## src/rtl/sumd_pkg.sv

```systemverilog
// shared types, constants and the crc step for the sumd frame encoder
`timescale 1ns / 1ps

package sumd_pkg;

    localparam int MAX_CHANNELS_DEF = 16;

    localparam logic [7:0]  HDR_BYTE        = 8'hA8;
    localparam logic [7:0]  STATUS_OK       = 8'h01;
    localparam logic [7:0]  STATUS_FAILSAFE = 8'h81;
    localparam logic [15:0] CRC_POLY        = 16'h1021;
    localparam logic [15:0] CRC_INIT        = 16'h0000;
    localparam logic [4:0]  NUM_CH_RESET    = 5'd8;

    typedef enum logic [1:0] {
        CMD_WRITE  = 2'd0,
        CMD_UPDATE = 2'd1,
        CMD_STOP   = 2'd2,
        CMD_TICK   = 2'd3
    } t_cmd;

    typedef struct packed {
        t_cmd        cmd;
        logic [3:0]  channel_index;
        logic [15:0] channel_value;
        logic        failsafe;
    } t_sumd_in;

    typedef struct packed {
        logic [7:0] frame_byte;
        logic       last_byte;
    } t_sumd_out;

    // one byte of crc-16 0x1021, msb first
    function automatic logic [15:0] crc_byte(input logic [15:0] crc, input logic [7:0] b);
        logic [15:0] c;
        c = crc ^ {b, 8'h00};
        for (int k = 0; k < 8; k++) begin
            if (c[15]) begin
                c = {c[14:0], 1'b0} ^ CRC_POLY;
            end else begin
                c = {c[14:0], 1'b0};
            end
        end
        return c;
    endfunction

endpackage

```

## src/rtl/sumd_chan_store.sv

```systemverilog
// channel value memory with per-entry valid bits, registered read
`timescale 1ns / 1ps

module sumd_chan_store #(
    parameter int DEPTH = sumd_pkg::MAX_CHANNELS_DEF,
    parameter int AW    = 4
) (
    input  logic          i_clk,
    input  logic          i_rst_n,
    input  logic          i_we,
    input  logic [AW-1:0] i_waddr,
    input  logic [15:0]   i_wdata,
    input  logic          i_re,
    input  logic [AW-1:0] i_raddr,
    output logic [15:0]   o_rdata
);
    import sumd_pkg::*;

    logic [15:0]      r_mem [DEPTH];
    logic [DEPTH-1:0] r_valid;
    logic [15:0]      r_rdata;
    logic             r_rd_valid;

    always_ff @(posedge i_clk) begin
        if (i_we) begin
            r_mem[i_waddr] <= i_wdata;
        end
        if (i_re) begin
            r_rdata <= r_mem[i_raddr];
        end
    end

    always_ff @(posedge i_clk) begin
        if (!i_rst_n) begin
            r_valid    <= '0;
            r_rd_valid <= 1'b0;
        end else begin
            if (i_we) begin
                r_valid[i_waddr] <= 1'b1;
            end
            if (i_re) begin
                r_rd_valid <= r_valid[i_raddr];
            end
        end
    end

    // never-written entries read as zero
    assign o_rdata = r_rd_valid ? r_rdata : 16'h0000;

endmodule

```

## src/rtl/sumd_frame_store.sv

```systemverilog
// latched frame byte memory, one write port and one registered read port
`timescale 1ns / 1ps

module sumd_frame_store #(
    parameter int DEPTH = 2 * sumd_pkg::MAX_CHANNELS_DEF + 5,
    parameter int AW    = 6
) (
    input  logic          i_clk,
    input  logic          i_we,
    input  logic [AW-1:0] i_waddr,
    input  logic [7:0]    i_wdata,
    input  logic          i_re,
    input  logic [AW-1:0] i_raddr,
    output logic [7:0]    o_rdata
);
    import sumd_pkg::*;

    logic [7:0] r_mem [DEPTH];
    logic [7:0] r_rdata;

    always_ff @(posedge i_clk) begin
        if (i_we) begin
            r_mem[i_waddr] <= i_wdata;
        end
        if (i_re) begin
            r_rdata <= r_mem[i_raddr];
        end
    end

    assign o_rdata = r_rdata;

endmodule

```

## src/rtl/sumd_frame_encoder.sv

```systemverilog
// sumd frame encoder top level: command sequencer, frame builder and byte output queue
`timescale 1ns / 1ps

// Commands are taken one at a time, only while the sequencer is idle. A channel write
// or a stop leaves the sequencer idle. An update builds a frame of 2*n+5 bytes, n being
// the clamped channel count: the builder writes one frame byte per cycle into the frame
// memory, reading each channel from the channel memory ahead of its high byte and
// folding every header and channel byte into the crc. A tick while running reads the
// 2*n+5 frame bytes one per cycle as long as the output is taken, then returns to idle;
// bytes go through a two-entry output queue, so the next command can be accepted while
// the last bytes still wait. A tick while stopped sends nothing. The count register is
// sampled at update, so the latched frame keeps its length until the next update.
module sumd_frame_encoder #(
    parameter int MAX_CHANNELS = sumd_pkg::MAX_CHANNELS_DEF
) (
    input  logic                i_clk,
    input  logic                i_rst_n,
    input  logic                i_in_valid,
    output logic                o_in_ready,
    input  sumd_pkg::t_sumd_in  i_in,
    output logic                o_out_valid,
    input  logic                i_out_ready,
    output sumd_pkg::t_sumd_out o_out,
    input  logic                i_cfg_we,
    input  logic [4:0]          i_cfg_num_channels
);
    import sumd_pkg::*;

    localparam int FRAME_MAX = 2 * MAX_CHANNELS + 5;
    localparam int CH_AW     = (MAX_CHANNELS > 1) ? $clog2(MAX_CHANNELS) : 1;
    localparam int CI_W      = $clog2(MAX_CHANNELS + 1);
    localparam int FA_W      = $clog2(FRAME_MAX);
    localparam int FP_W      = $clog2(FRAME_MAX + 1);

    typedef enum logic [6:0] {
        S_IDLE = 7'b0000001,
        S_HDR  = 7'b0000010,
        S_CHH  = 7'b0000100,
        S_CHL  = 7'b0001000,
        S_CRCH = 7'b0010000,
        S_CRCL = 7'b0100000,
        S_TX   = 7'b1000000
    } t_state;

    t_state          r_state, n_state;
    logic            r_fs, n_fs;
    logic [CI_W-1:0] r_n, n_n;
    logic [CI_W-1:0] r_ch, n_ch;
    logic [FP_W-1:0] r_wpos, n_wpos;
    logic [FP_W-1:0] r_len, n_len;
    logic [FP_W-1:0] r_rpos, n_rpos;
    logic [15:0]     r_crc, n_crc;
    logic            r_running, n_running;
    logic            r_inflight, n_inflight;
    logic            r_inf_last, n_inf_last;
    logic [4:0]      r_num_ch;
    logic [1:0]      r_cnt;
    t_sumd_out       r_q [2];

    logic            in_xfer;
    logic            out_pop;
    logic [CI_W-1:0] eff_n;
    logic [CI_W-1:0] ch_next;
    logic [CI_W-1:0] ch_rsel;
    logic            ch_we;
    logic            ch_re;
    logic [15:0]     ch_rdata;
    logic [15:0]     ch_shifted;
    logic            fr_we;
    logic [7:0]      fr_wdata;
    logic            fr_re;
    logic [7:0]      fr_rdata;
    logic            can_issue;
    logic [1:0]      push_idx;
    t_sumd_out       push_item;

    assign o_in_ready = (r_state == S_IDLE);
    assign in_xfer    = i_in_valid && o_in_ready;
    assign o_out_valid = (r_cnt != 2'd0);
    assign o_out       = r_q[0];
    assign out_pop     = o_out_valid && i_out_ready;

    // clamp the configured count to 1..MAX_CHANNELS
    always_comb begin
        if (r_num_ch == 5'd0) begin
            eff_n = CI_W'(1);
        end else if (int'(r_num_ch) > MAX_CHANNELS) begin
            eff_n = CI_W'(MAX_CHANNELS);
        end else begin
            eff_n = CI_W'(r_num_ch);
        end
    end

    assign ch_we      = in_xfer && (i_in.cmd == CMD_WRITE) &&
                        (int'(i_in.channel_index) < MAX_CHANNELS);
    assign ch_next    = r_ch + CI_W'(1);
    assign ch_rsel    = (r_state == S_CHL) ? ch_next : r_ch;
    assign ch_shifted = {ch_rdata[12:0], 3'b000};

    // read slot is free unless queue plus in-flight read already fill both entries and no byte leaves
    assign can_issue = (r_cnt + {1'b0, r_inflight} != 2'd2) || out_pop;

    always_comb begin
        n_state    = r_state;
        n_fs       = r_fs;
        n_n        = r_n;
        n_ch       = r_ch;
        n_wpos     = r_wpos;
        n_len      = r_len;
        n_rpos     = r_rpos;
        n_crc      = r_crc;
        n_running  = r_running;
        n_inflight = 1'b0;
        n_inf_last = r_inf_last;
        ch_re      = 1'b0;
        fr_we      = 1'b0;
        fr_wdata   = 8'h00;
        fr_re      = 1'b0;
        unique case (r_state)
            S_IDLE: begin
                if (in_xfer) begin
                    unique case (i_in.cmd)
                        CMD_WRITE: begin
                        end
                        CMD_UPDATE: begin
                            n_fs    = i_in.failsafe;
                            n_n     = eff_n;
                            n_ch    = '0;
                            n_wpos  = '0;
                            n_crc   = CRC_INIT;
                            n_state = S_HDR;
                        end
                        CMD_STOP: begin
                            n_running = 1'b0;
                        end
                        CMD_TICK: begin
                            if (r_running) begin
                                n_rpos  = '0;
                                n_state = S_TX;
                            end
                        end
                        default: begin
                        end
                    endcase
                end
            end
            S_HDR: begin
                fr_we = 1'b1;
                priority if (r_wpos == FP_W'(0)) begin
                    fr_wdata = HDR_BYTE;
                end else if (r_wpos == FP_W'(1)) begin
                    fr_wdata = r_fs ? STATUS_FAILSAFE : STATUS_OK;
                end else begin
                    fr_wdata = 8'(r_n);
                end
                n_crc  = crc_byte(r_crc, fr_wdata);
                n_wpos = r_wpos + FP_W'(1);
                if (r_wpos == FP_W'(2)) begin
                    // fetch channel 0 so it lands for the first high byte
                    ch_re   = 1'b1;
                    n_state = S_CHH;
                end
            end
            S_CHH: begin
                fr_we    = 1'b1;
                fr_wdata = ch_shifted[15:8];
                n_crc    = crc_byte(r_crc, fr_wdata);
                n_wpos   = r_wpos + FP_W'(1);
                n_state  = S_CHL;
            end
            S_CHL: begin
                fr_we    = 1'b1;
                fr_wdata = ch_shifted[7:0];
                n_crc    = crc_byte(r_crc, fr_wdata);
                n_wpos   = r_wpos + FP_W'(1);
                n_ch     = ch_next;
                if (ch_next < r_n) begin
                    ch_re   = 1'b1;
                    n_state = S_CHH;
                end else begin
                    n_state = S_CRCH;
                end
            end
            S_CRCH: begin
                fr_we    = 1'b1;
                fr_wdata = r_crc[15:8];
                n_wpos   = r_wpos + FP_W'(1);
                n_state  = S_CRCL;
            end
            S_CRCL: begin
                fr_we     = 1'b1;
                fr_wdata  = r_crc[7:0];
                n_len     = r_wpos + FP_W'(1);
                n_running = 1'b1;
                n_state   = S_IDLE;
            end
            S_TX: begin
                if (r_rpos == r_len) begin
                    n_state = S_IDLE;
                end else if (can_issue) begin
                    fr_re      = 1'b1;
                    n_inflight = 1'b1;
                    n_inf_last = (r_rpos == r_len - FP_W'(1));
                    n_rpos     = r_rpos + FP_W'(1);
                end
            end
            default: begin
                n_state = S_IDLE;
            end
        endcase
    end

    always_ff @(posedge i_clk) begin
        if (!i_rst_n) begin
            r_state    <= S_IDLE;
            r_running  <= 1'b0;
            r_len      <= '0;
            r_inflight <= 1'b0;
            r_num_ch   <= NUM_CH_RESET;
        end else begin
            r_state    <= n_state;
            r_running  <= n_running;
            r_len      <= n_len;
            r_inflight <= n_inflight;
            if (i_cfg_we) begin
                r_num_ch <= i_cfg_num_channels;
            end
        end
    end

    always_ff @(posedge i_clk) begin
        r_fs       <= n_fs;
        r_n        <= n_n;
        r_ch       <= n_ch;
        r_wpos     <= n_wpos;
        r_rpos     <= n_rpos;
        r_crc      <= n_crc;
        r_inf_last <= n_inf_last;
    end

    // output queue: head at entry 0, read data lands behind whatever stays
    assign push_idx             = r_cnt - {1'b0, out_pop};
    assign push_item.frame_byte = fr_rdata;
    assign push_item.last_byte  = r_inf_last;

    always_ff @(posedge i_clk) begin
        if (!i_rst_n) begin
            r_cnt <= 2'd0;
        end else begin
            r_cnt <= r_cnt + {1'b0, r_inflight} - {1'b0, out_pop};
        end
    end

    always_ff @(posedge i_clk) begin
        if (r_inflight && (push_idx == 2'd0)) begin
            r_q[0] <= push_item;
        end else if (out_pop) begin
            r_q[0] <= r_q[1];
        end
        if (r_inflight && (push_idx == 2'd1)) begin
            r_q[1] <= push_item;
        end
    end

    sumd_chan_store #(
        .DEPTH (MAX_CHANNELS),
        .AW    (CH_AW)
    ) u_chan_store (
        .i_clk   (i_clk),
        .i_rst_n (i_rst_n),
        .i_we    (ch_we),
        .i_waddr (CH_AW'(i_in.channel_index)),
        .i_wdata (i_in.channel_value),
        .i_re    (ch_re),
        .i_raddr (ch_rsel[CH_AW-1:0]),
        .o_rdata (ch_rdata)
    );

    sumd_frame_store #(
        .DEPTH (FRAME_MAX),
        .AW    (FA_W)
    ) u_frame_store (
        .i_clk   (i_clk),
        .i_we    (fr_we),
        .i_waddr (r_wpos[FA_W-1:0]),
        .i_wdata (fr_wdata),
        .i_re    (fr_re),
        .i_raddr (r_rpos[FA_W-1:0]),
        .o_rdata (fr_rdata)
    );

`ifndef SYNTHESIS
    a_queue_no_overflow: assert property (@(posedge i_clk) disable iff (!i_rst_n)
        ({1'b0, r_cnt} + {2'b00, r_inflight}) <= 3'd2)
        else $error("output queue overfilled");

    a_frame_len: assert property (@(posedge i_clk) disable iff (!i_rst_n)
        (r_state == S_CRCL) |=> r_running && (int'(r_len) == 2 * int'(r_n) + 5))
        else $error("latched frame length does not match channel count");

    a_chan_read_range: assert property (@(posedge i_clk) disable iff (!i_rst_n)
        ch_re |-> (ch_rsel < r_n))
        else $error("channel read beyond latched count");

    a_frame_read_range: assert property (@(posedge i_clk) disable iff (!i_rst_n)
        fr_re |-> r_running && (r_rpos < r_len))
        else $error("frame read beyond latched length");
`endif

endmodule

```

## config.mk

```make
export PLATFORM = sky130hd
export DESIGN_NAME = sumd_frame_encoder
export DESIGN_NICKNAME = d
export VERILOG_FILES = /design/src/rtl/sumd_pkg.sv /design/src/rtl/sumd_chan_store.sv /design/src/rtl/sumd_frame_store.sv /design/src/rtl/sumd_frame_encoder.sv
export SDC_FILE = /design/constraint.sdc
export NUM_CORES = 1
export LEC_CHECK = 0
export ABC_AREA = 1
export BUFFER_PORTS_ARGS = -buffer_cell sky130_fd_sc_hd__buf_2
export CORE_ASPECT_RATIO = 1.25
export CORE_UTILIZATION = 40
export DETAILED_ROUTE_END_ITERATION = 10
export SETUP_SLACK_MARGIN = 0.5
export SYNTH_ARGS = -nofsm -noshare
export SYNTH_HDL_FRONTEND = slang
export SYNTH_SLANG_ARGS = --single-unit
```

## constraint.sdc

```tcl
create_clock -name i_clk -period 9 [get_ports i_clk]
set_clock_uncertainty 0.15 [all_clocks]
set_input_delay 0 -clock i_clk [delete_from_list [all_inputs] [get_ports i_clk]]
set_output_delay 0 -clock i_clk [all_outputs]
set_load 0.05 [all_outputs]
```

==> flow_metrics.env, run 1 <==
export IMPL_run_status="finished clean"
export IMPL_synth_seq_cells=622
export IMPL_synth_sequential_area_ratio=0.690
export IMPL_die_area_mm2=0.0673
export IMPL_fin_cells=3197
export IMPL_pwr_share_seq=0.426
export IMPL_cts_made_buffers=66
export IMPL_syn_area_per_cell_um2=11.9
export IMPL_grt_start_max_net_pins=150
export IMPL_timing_final_setup_violations=0
export IMPL_critPathCaptureType="flop"
export IMPL_worst_setup_path_type="flop to flop"
export IMPL_design_core_area_mm2=0.0656
export IMPL_critPathMostFrequentCell="sky130_fd_sc_hd__o21ai_0"
export IMPL_leading_cell_type_in_the_layout_fill_and_taps_excluded="sky130_fd_sc_hd__edfxtp_1"
export IMPL_power_clock_fraction=0.350
export IMPL_power_internal_w=0.00540
export IMPL_max_clock_buf_depth=3
export IMPL_cp_required_ns=9.18
export IMPL_grtUsageMet3=0.0286
export IMPL_clock_tree_from_tritoncts="built"
export IMPL_ctsHoldBuffers=48
export IMPL_netlist_cell_type_count=48
export IMPL_whs_ns=0.119
export IMPL_port_buffer_count=40
export IMPL_gpl_final_weighted_congestion=0.868
export IMPL_num_rows=105
export IMPL_final_setup_tns_ns=0
export IMPL_comb_power_share=0.224
export IMPL_via_count_of_the_first_global_routing_pass=17100
export IMPL_grt_first_pass_wirelength_mm=98.6
export IMPL_drt_total_wl_mm=65.4
export IMPL_num_vias=17400
export IMPL_drt_initial_drc_count=1379
export IMPL_clock_sinks=622
export IMPL_drt_drc_violations_left=0
export IMPL_worst_hold_path_type="input pin to flop"
export IMPL_cts_resized=0
export IMPL_regToRegEndpoint="u_frame_store.o_rdata[0]$_DFFE_PP_"
export IMPL_path_clk_slew_ns=0.06
export IMPL_max_cap_viol_count=0
export IMPL_final_layout_size_suffix_gt1_frac=0.0948
export IMPL_most_common_layout_cells="sky130_fd_sc_hd__edfxtp_1 (583), sky130_fd_sc_hd__nor2_1 (311), sky130_fd_sc_hd__o21ai_0 (266)"
export IMPL_busiest_layer="met2"
export IMPL_rsz0062_at_grt="false"
export IMPL_crit_arrival_ns=4.20
export IMPL_hp_start="i_cfg_we"
export IMPL_cell_chosen_for_the_clock_root="sky130_fd_sc_hd__clkbuf_16"
export IMPL_synth_nets=2280
export IMPL_synthesis_to_finish_area_growth_pct=13.7
export IMPL_crit_path_max_incr_delay_ns=0.74
export IMPL_htreeDepth=3
export IMPL_postRouteAntennaNets=0
export IMPL_finish_net_count=2337
export IMPL_r2r_slack_ns=4.98
export IMPL_grt_met1_usage=0.233
export IMPL_chipWidth_um=232
export IMPL_design_portCount=44
export IMPL_crit_slowest_cell="sky130_fd_sc_hd__clkinv_2"
export IMPL_vertical_extent_of_the_die_um=290
export IMPL_worst_pin_slew_ns=1.22
export IMPL_post_route_min_period_ns=4.02
export IMPL_grt_overflow=0
export IMPL_synth_cell_area_mm2=0.0265
export IMPL_postSynthCellCount=2231
export IMPL_power_switching_w=0.00248
export IMPL_starting_density=0.405
export IMPL_clock_insertion_delay_worst_skew_ns=0.61
export IMPL_wl_per_cell_um=20.4
export IMPL_vdd_ir_drop_worst_mv=0.173
export IMPL_cp_start_kind="flop"
export IMPL_timing_hold_worst_path_depth=4
export IMPL_leakagePower_nw=10.5
export IMPL_crit_path_max_fanout=149
export IMPL_cts_post_setup_buffers_inserted=0
export IMPL_power_switching_fraction=0.314
export IMPL_timing_fmax_ghz=0.249
export IMPL_post_dp_hpwl_mm=39.4
export IMPL_cellPowerDensity_mw_per_mm2=261
export IMPL_maxSlewViolCount=0
export IMPL_min_period_over_period=0.446
export IMPL_grtUsageTotal=0.192
export IMPL_route_detailed_vias_per_inst=5.44
export IMPL_critical_path_cell_by_cell="buf_12, clkinv_2, buf_4, o21ai_0, o21ai_0, o211ai_1, nand4_1, nand3_1, o21ai_0"
export IMPL_worstHoldEndpoint="r_num_ch[1]$_SDFFE_PN0P_"
export IMPL_use_met2=0.336
export IMPL_report_final_hold_viol_count=0
export IMPL_slew_headroom=0.187
export IMPL_antenna_found_initial=0
export IMPL_drt_pre_antenna_iters=7
export IMPL_placedCellCount=3028
export IMPL_critical_path_reg2reg_startpoint="r_rpos[0]$_SDFFCE_PP0P_"
export IMPL_r2r_cell_count=9
export IMPL_num_antenna_cells=0
export IMPL_ys_warnings_count=0
==> metal layers <==
metal,up-vias,share of wire
li1,8136,-
met1,8582,0.40
met5,-,0
met2,531,0.51
met4,0,0.035
met3,139,0.053
==> stage by stage <==
stage	utilization	instance area, um^2	worst slack [ns]	total power, W
6_report	0.460	30100	4.98	0.00788
3_3_place_gp	0.419	27500	4.95	0.00511
2_1_floorplan	-	26500	5.78	0.00462
3_5_place_dp	0.419	27500	4.93	0.00516
4_1_cts	0.460	30100	4.92	0.00794
5_1_grt	0.460	30100	4.70	0.00821
==> cells by family (layout without fill, tap and decap cells) <==
group / Yosys count / count (layout) / share of synthesized area
simple gates: 689 / 689 / 0.112
flops: 622 / 622 / 0.690
compound gates: 527 / 527 / 0.116
buf+inv: 303 / 413 / 0.0498
xor+xnor: 65 / 65 / 0.0218
fa+ha+maj: 16 / 16 / 0.00755
mux: 9 / 9 / 0.00382
==> worst max-delay path: cells and delay by family, from the launching register on <==
kind | cells | cell delay (ns)
buffers and inverters | 3 | 1.81
AO/OA/AOI/OAI | 4 | 0.77
flip-flops | 1 | 0.38
AND/OR/NAND/NOR | 2 | 0.51
==> worst max-delay path by stage <==
stage | start | endpoint | slack (ns) | cells past startpoint
final | r_rpos[0]$_SDFFCE_PP0P_ | u_frame_store.o_rdata[0]$_DFFE_PP_ | 4.98 | 9
after global routing | r_rpos[0]$_SDFFCE_PP0P_ | u_frame_store.o_rdata[0]$_DFFE_PP_ | 4.70 | 9
after CTS | r_rpos[0]$_SDFFCE_PP0P_ | u_frame_store.o_rdata[0]$_DFFE_PP_ | 4.92 | 9
after detailed placement | r_rpos[0]$_SDFFCE_PP0P_ | u_frame_store.o_rdata[0]$_DFFE_PP_ | 4.93 | 9
after global placement | r_rpos[0]$_SDFFCE_PP0P_ | u_frame_store.o_rdata[0]$_DFFE_PP_ | 4.95 | 9
after floorplan | r_state[2]$_SDFFE_PN0P_ | u_frame_store.r_mem[0][5]$_DFFE_PP_ | 5.78 | 5
==> registers in the layout (all words and copies together) (netlist names) <==
register,flops
u_chan_store.r_mem,208
u_chan_store.r_rd_valid,1
r_crc,16
r_running,1
r_inf_last,1
r_wpos,6
r_num_ch,5
u_chan_store.r_valid,16
r_rpos,6
u_frame_store.o_rdata,8
r_inflight,1
r_state,7
r_len,6
r_q,18
u_frame_store.r_mem,296
r_fs,1
r_cnt,2
r_n,5
u_chan_store.r_rdata,13
r_ch,5
==> synthesized netlist by cell type (all sizes together) <==
| cell | number | area share |
|---|---|---|
| nand3 | 107 | 0.021 |
| nor4 | 5 | 0.0020 |
| a21oi | 43 | 0.0084 |
| edfxtp | 583 | 0.66 |
| a31oi | 1 | 0.00024 |
| inv | 173 | 0.024 |
| buf | 68 | 0.016 |
| nor2 | 320 | 0.047 |
| ha | 16 | 0.0075 |
| o21ai | 309 | 0.058 |
| xnor2 | 14 | 0.0046 |
| o21bai | 3 | 0.00085 |
| a2111oi | 1 | 0.00033 |
| nor3 | 17 | 0.0034 |
| mux2 | 9 | 0.0038 |
| o21a | 1 | 0.00028 |
| nand2 | 209 | 0.030 |
| nand4 | 22 | 0.0059 |
| o22ai | 49 | 0.012 |
| clkbuf | 57 | 0.0082 |
| dfxtp | 39 | 0.029 |
| nand3b | 2 | 0.00057 |
| or2 | 7 | 0.0017 |
| o2111ai | 5 | 0.0017 |
| clkinv | 5 | 0.00071 |
| o211ai | 83 | 0.023 |
| o221ai | 32 | 0.011 |
| xor2 | 51 | 0.017 |
==> power by group through the flow <==
| stage | combinational, W | clock (W) | sequential (W) |
|---|---|---|---|
| 2_1_floorplan | 0.00125 | 0 | 0.00337 |
| 3_3_place_gp | 0.00170 | 0 | 0.00341 |
| 3_5_place_dp | 0.00175 | 0 | 0.00341 |
| 4_1_cts | 0.00177 | 0.00281 | 0.00335 |
| 5_1_grt | 0.00194 | 0.00291 | 0.00336 |
| 6_report | 0.00177 | 0.00276 | 0.00335 |
==> area by class of cell <==
class,count,area [um^2]
Inverter,178,669
Multi-Input combinational cell,1306,7030
Tap cell,856,1070
Sequential cell,622,18300
Clock buffer,81,1790
Clock inverter,40,413
Fill cell,5789,35400
Timing Repair Buffer,114,888
No activity file was read; power rests on OpenSTA's default activity.
==> run 2: changes to the inputs <==
==> constraint.sdc (replaced) <==
create_clock -name i_clk -period 3.35 [get_ports i_clk]
set_clock_uncertainty 0.15 [all_clocks]
set_input_delay 0 -clock i_clk [delete_from_list [all_inputs] [get_ports i_clk]]
set_output_delay 0 -clock i_clk [all_outputs]
set_load 0.05 [all_outputs]
==> flow_metrics.env, run 2 (synthesis results as in run 1) <==
export IMPL_largest_register="u_frame_store.r_mem"
export IMPL_crit_slowest_cell="sky130_fd_sc_hd__o221ai_4"
export IMPL_drt_drc_violations_left=0
export IMPL_crit_arrival_ns=2.84
export IMPL_drt_total_wl_mm=66.1
export IMPL_critical_path_cell_by_cell="inv_1, ha_1, nand3_2, nand3_1, o221ai_4"
export IMPL_regToRegEndpoint="u_frame_store.r_mem[16][4]$_DFFE_PP_"
export IMPL_final_setup_tns_ns=0
export IMPL_postPlaceCellArea_mm2=0.0281
export IMPL_vdd_ir_drop_worst_mv=0.510
export IMPL_design_portCount=44
export IMPL_leading_cell_type_in_the_layout_fill_and_taps_excluded="sky130_fd_sc_hd__edfxtp_1"
export IMPL_worst_pin_slew_ns=1.18
export IMPL_slew_headroom=0.214
export IMPL_dpl_worst_slack_ns=0.481
export IMPL_path_clk_slew_ns=0.06
export IMPL_htreeDepth=2
export IMPL_via_count_of_the_first_global_routing_pass=17200
export IMPL_crit_path_max_fanout=37
export IMPL_chipWidth_um=232
export IMPL_final_core_util=0.468
export IMPL_timing_fmax_ghz=0.363
export IMPL_drt_initial_drc_count=1273
export IMPL_crit_path_max_incr_delay_ns=0.94
export IMPL_vertical_extent_of_the_die_um=290
export IMPL_rsz0062_at_grt="true"
export IMPL_fillCellCount=5824
export IMPL_critical_path_reg2reg_startpoint="r_wpos[0]$_SDFFCE_PN0P_"
export IMPL_port_buffer_count=40
export IMPL_power_clock_fraction=0.325
export IMPL_power_switching_fraction=0.319
export IMPL_antenna_found_initial=0
export IMPL_report_final_hold_viol_count=0
export IMPL_maxSlewViolCount=0
export IMPL_power_internal_w=0.0142
export IMPL_post_dp_hpwl_mm=42.1
export IMPL_cellPowerDensity_mw_per_mm2=679
export IMPL_timing_final_setup_violations=0
export IMPL_route_detailed_vias_per_inst=5.34
export IMPL_worst_hold_path_type="input pin to flop"
export IMPL_final_layout_size_suffix_gt1_frac=0.122
export IMPL_max_clock_buf_depth=3
export IMPL_grtUsageTotal=0.196
export IMPL_clock_insertion_delay_worst_skew_ns=0.64
export IMPL_r2r_slack_ns=0.60
export IMPL_max_cap_viol_count=0
export IMPL_design_power_w=0.0208
export IMPL_synthesis_to_finish_area_growth_pct=15.7
export IMPL_num_rows=105
export IMPL_worst_setup_path_type="flop to flop"
export IMPL_timing_hold_worst_path_depth=3
export IMPL_comb_power_share=0.242
export IMPL_power_switching_w=0.00664
export IMPL_clock_sinks=622
export IMPL_min_period_over_period=0.821
export IMPL_timing_final_ws_setup_ns=0.598
export IMPL_leakagePower_nw=10.8
export IMPL_cp_required_ns=3.44
export IMPL_clock_tree_from_tritoncts="built"
export IMPL_die_area_mm2=0.0673
export IMPL_grt_first_pass_wirelength_mm=101
export IMPL_cp_start_kind="flop"
export IMPL_num_antenna_cells=0
export IMPL_postRouteAntennaNets=0
export IMPL_largest_reg_flops=296
export IMPL_gpl_final_weighted_congestion=0.924
export IMPL_cts_made_buffers=61
export IMPL_drt_pre_antenna_iters=7
export IMPL_hp_start="i_rst_n"
export IMPL_design_core_area_mm2=0.0656
export IMPL_largestRegisters="u_frame_store.r_mem x296, u_chan_store.r_mem x208, r_q x18"
export IMPL_cell_chosen_for_the_clock_root="sky130_fd_sc_hd__clkbuf_16"
export IMPL_num_vias=17400
export IMPL_run_status="finished clean"
export IMPL_wl_per_cell_um=20.3
export IMPL_starting_density=0.405
export IMPL_grt_start_max_net_pins=96
export IMPL_critPathCaptureType="flop"
export IMPL_post_route_cell_area_mm2=0.0307
export IMPL_post_route_min_period_ns=2.75
export IMPL_crit_start="r_wpos[0]$_SDFFCE_PN0P_"
export IMPL_r2r_cell_count=5
export IMPL_most_common_layout_cells="sky130_fd_sc_hd__edfxtp_1 (583), sky130_fd_sc_hd__nor2_1 (311), sky130_fd_sc_hd__o21ai_0 (265)"
export IMPL_pwr_share_seq=0.433
export IMPL_finish_net_count=2407
export IMPL_grt_overflow=0
export IMPL_worstHoldEndpoint="r_state[0]$_SDFFE_PN1P_"
run 2: cell count changes in the layout (fill, tap and decap cells not counted), sizes merged:
| cell | previous run | this run |
|---|---|---|
| inv | 176 | 171 |
| buf | 66 | 141 |
| clkinvlp | 3 | 4 |
| clkinv | 32 | 23 |
| dlygate4sd3 | 48 | 47 |
| bufinv | 7 | 5 |
| clkbuf | 81 | 88 |
run 2: worst max path at each step:
stage | to | cells past startpoint
finish | u_frame_store.r_mem[16][4]$_DFFE_PP_ | 5
global route | u_frame_store.r_mem[16][4]$_DFFE_PP_ | 5
CTS | r_state[1]$_SDFFE_PN0P_ | 10
detailed placement | u_frame_store.r_mem[2][0]$_DFFE_PP_ | 8
global placement | u_chan_store.r_mem[9][3]$_DFFE_PP_ | 9
floorplan | u_frame_store.r_mem[0][4]$_DFFE_PP_ | 6
run 2: layout make-up:
cell class / count / area [um^2] / area share
Sequential cell: 622 / 18300 / 0.596
Timing Repair Buffer: 189 / 1580 / 0.0516
Tap cell: 856 / 1070 / 0.0349
Inverter: 178 / 681 / 0.0222
Clock buffer: 87 / 1680 / 0.0546
Clock inverter: 25 / 304 / 0.00991
Multi-Input combinational cell: 1306 / 7070 / 0.231
run 2: through the flow:
| stage | instances | hold WS (ns) |
|---|---|---|
| final | 3263 | 0.161 |
| after global routing | 3263 | 0.134 |
| after CTS | 3258 | 0.0557 |
| after detailed placement | 3099 | 0.0291 |
| after global placement | 3099 | 0.0279 |
| after floorplan | 2231 | -0.0511 |
run 2: power groups by stage:
stage	Combinational [W]	Clock, W	Sequential, W
after floorplan	0.00335	0	0.00905
after detailed placement	0.00494	0	0.00918
final	0.00504	0.00677	0.00901
after CTS	0.00502	0.00689	0.00901
after global placement	0.00484	0	0.00917
after global routing	0.00554	0.00718	0.00903
run 2: what timing repair did:
action | CTS | global route
setup endpoints to repair | 19 | 221
endpoints found under the hold margin | 421 | 0
pin swaps | 0 | 1
hold buffers | 47 | 0
resized for setup | 3 | 11
buffers inserted | 0 | 4
gates cloned | 0 | 1
run 2: critical path, delay by kind of cell, from the launching register on:
family | cells | cell delay (ns)
buffers and inverters | 1 | 0.17
AO/OA/AOI/OAI | 1 | 0.94
adder cells (fa/ha/maj) | 1 | 0.26
AND/OR/NAND/NOR | 2 | 0.36
flip-flops | 1 | 0.46
run 2: per-layer routing:
layer / share of wire / GRT usage
met3: 0.043 / 0.0258
met4: 0.034 / 0.0696
met5: 0 / 0
met1: 0.40 / 0.237
met2: 0.53 / 0.355
==> run 3: changes to the inputs <==
==> constraint.sdc (replaced) <==
create_clock -name i_clk -period 2.37 [get_ports i_clk]
set_clock_uncertainty 0.15 [all_clocks]
set_input_delay 0 -clock i_clk [delete_from_list [all_inputs] [get_ports i_clk]]
set_output_delay 0 -clock i_clk [all_outputs]
set_load 0.05 [all_outputs]
==> flow_metrics.env, run 3 (synthesis results as in run 1) <==
export IMPL_pwr_share_seq=0.372
export IMPL_design_core_area_mm2=0.0656
export IMPL_port_buffer_count=40
export IMPL_worst_pin_slew_ns=0.819
export IMPL_grt_first_pass_wirelength_mm=118
export IMPL_postPlaceCellArea_mm2=0.0299
export IMPL_use_met2=0.410
export IMPL_clock_sinks=622
export IMPL_num_vias=19300
export IMPL_largest_reg_flops=296
export IMPL_gpl_final_weighted_congestion=0.880
export IMPL_clock_tree_from_tritoncts="built"
export IMPL_cts_made_buffers=59
export IMPL_cp_required_ns=2.54
export IMPL_finish_net_count=2662
export IMPL_rsz0062_at_grt="true"
export IMPL_timing_final_setup_violations=21
export IMPL_antenna_found_initial=1
export IMPL_run_status="finished with violations"
export IMPL_slew_headroom=0.454
export IMPL_final_layout_size_suffix_gt1_frac=0.323
export IMPL_drt_total_wl_mm=81.4
export IMPL_crit_path_max_fanout=11
export IMPL_max_clock_buf_depth=3
export IMPL_cp_start_kind="flop"
export IMPL_design_portCount=44
export IMPL_fin_cells=3521
export IMPL_drt_initial_drc_count=1571
export IMPL_largestRegisters="u_frame_store.r_mem x296, u_chan_store.r_mem x208, r_q x18"
export IMPL_worst_setup_path_type="flop to flop"
export IMPL_starting_density=0.405
export IMPL_postRouteAntennaNets=0
export IMPL_synthesis_to_finish_area_growth_pct=38.4
export IMPL_path_clk_slew_ns=0.06
export IMPL_most_common_layout_cells="sky130_fd_sc_hd__edfxtp_1 (583), sky130_fd_sc_hd__nor2_1 (248), sky130_fd_sc_hd__buf_4 (166)"
export IMPL_power_switching_w=0.0113
export IMPL_busiest_layer="met2"
export IMPL_report_final_hold_viol_count=0
export IMPL_hp_start="i_cfg_we"
export IMPL_cell_chosen_for_the_clock_root="sky130_fd_sc_hd__clkbuf_16"
export IMPL_via_count_of_the_first_global_routing_pass=19100
export IMPL_final_setup_tns_ns=-0.753
export IMPL_maxSlewViolCount=0
export IMPL_placedCellCount=3167
export IMPL_post_dp_hpwl_mm=46.7
export IMPL_violations_in_the_final_reports="setup timing"
export IMPL_post_route_min_period_ns=2.46
export IMPL_design_power_w=0.0341
export IMPL_comb_power_share=0.344
export IMPL_route_detailed_vias_per_inst=5.47
export IMPL_critPathCaptureType="flop"
export IMPL_fillCellCount=5145
export IMPL_num_rows=105
export IMPL_critical_path_reg2reg_startpoint="r_ch[0]$_SDFFCE_PN0P_"
export IMPL_timing_final_ws_setup_ns=-0.0855
export IMPL_grt_start_max_net_pins=38
export IMPL_leakagePower_nw=13.2
export IMPL_drt_pre_antenna_iters=5
export IMPL_wl_per_cell_um=23.1
export IMPL_worst_hold_path_type="input pin to flop"
export IMPL_grt_overflow=0
export IMPL_final_core_util=0.560
export IMPL_power_clock_fraction=0.284
export IMPL_die_area_mm2=0.0673
export IMPL_grtUsageMet3=0.0269
export IMPL_max_cap_viol_count=0
export IMPL_cellPowerDensity_mw_per_mm2=929
export IMPL_post_route_cell_area_mm2=0.0367
export IMPL_min_period_over_period=1.04
export IMPL_htreeDepth=2
export IMPL_power_switching_fraction=0.333
export IMPL_grtUsageTotal=0.233
export IMPL_vertical_extent_of_the_die_um=290
export IMPL_clock_insertion_delay_worst_skew_ns=0.65
export IMPL_drt_drc_violations_left=0
export IMPL_timing_fmax_ghz=0.407
export IMPL_chipWidth_um=232
export IMPL_crit_arrival_ns=2.63
export IMPL_leading_cell_type_in_the_layout_fill_and_taps_excluded="sky130_fd_sc_hd__edfxtp_1"
export IMPL_power_internal_w=0.0227
export IMPL_largest_register="u_frame_store.r_mem"
export IMPL_grt_met1_usage=0.289
export IMPL_crit_start="r_ch[0]$_SDFFCE_PN0P_"
export IMPL_vdd_ir_drop_worst_mv=0.690
==> run 3: cell types whose count changed in the layout (fill, tap and decap cells not counted), moves of 36 or more <==
cell and delta:
sky130_fd_sc_hd__o21ai_2 +36, sky130_fd_sc_hd__o21ai_1 +59, sky130_fd_sc_hd__o21ai_0 -101, sky130_fd_sc_hd__buf_6 +57, sky130_fd_sc_hd__buf_12 +80, sky130_fd_sc_hd__buf_4 +76, sky130_fd_sc_hd__nor2_4 +46, sky130_fd_sc_hd__nand2_1 -56
sky130_fd_sc_hd__nor2_1 -63
==> run 3: repair_timing <==
item | CTS | global route
hold buffers | 41 | 0
pin swaps | 118 | 133
setup buffers | 98 | 56
endpoints found under the hold margin | 439 | 0
gates cloned | 32 | 14
gates resized for setup | 268 | 260
setup endpoints to repair | 948 | 959
==> run 3: cell type report <==
cell class	instances	area, um^2	share of cell area
Clock buffer	70	1540	0.0419
Sequential cell	622	18300	0.499
Tap cell	856	1070	0.0292
Clock inverter	42	449	0.0122
Multi-Input combinational cell	1307	8960	0.244
Inverter	178	748	0.0204
Timing Repair Buffer	445	5630	0.153
Antenna cell	1	2.50	0.0000682
==> run 3: final timing paths <==
kind / endpoint / slack [ns] / cells past startpoint
worst max-delay path: u_chan_store.r_rdata[3]$_DFFE_PP_ / -0.09 / 10
worst min-delay path: r_num_ch[1]$_SDFFE_PN0P_ / 0.10 / 4
worst max register to register: u_chan_store.r_rdata[3]$_DFFE_PP_ / -0.09 / 10
worst min register to register: u_chan_store.r_valid[8]$_SDFFE_PN0P_ / 0.31 / 2
==> run 3: worst max-delay path: stages, from the launching register on <==
cell and delay, ns:
sky130_fd_sc_hd__edfxtp_1 0.46, sky130_fd_sc_hd__ha_4 0.20, sky130_fd_sc_hd__nand3_2 0.08, sky130_fd_sc_hd__xor2_2 0.17, sky130_fd_sc_hd__inv_2 0.07, sky130_fd_sc_hd__ha_4 0.22, sky130_fd_sc_hd__nand4_1 0.07, sky130_fd_sc_hd__o21bai_1 0.11
sky130_fd_sc_hd__o211ai_1 0.18, sky130_fd_sc_hd__o22ai_4 0.25, sky130_fd_sc_hd__buf_12 0.19
==> run 3: stage by stage <==
| step | setup slack (ns) | hold WS, ns |
|---|---|---|
| 2_1_floorplan | -0.252 | -0.0511 |
| 3_3_place_gp | -0.207 | 0.0274 |
| 3_5_place_dp | -0.218 | 0.0301 |
| 4_1_cts | -0.0903 | 0.0629 |
| 5_1_grt | -0.170 | 0.125 |
| 6_report | -0.0855 | 0.105 |
==> run 3: power by group through the flow <==
stage,clock network [W],logic [W],registers [W]
2_1_floorplan,0,0.00513,0.0128
5_1_grt,0.0102,0.0124,0.0127
4_1_cts,0.00980,0.0104,0.0127
3_5_place_dp,0,0.00837,0.0129
3_3_place_gp,0,0.00825,0.0129
6_report,0.00968,0.0117,0.0127
==> run 3: layer usage <==
layer  vias up  wire [um]  part of all wire
li1       8815          -                 -
met1      9566      31300              0.38
met2       722      42400              0.52
met3       174       4430             0.054
met4         0       3300             0.041
met5         -          0                 0
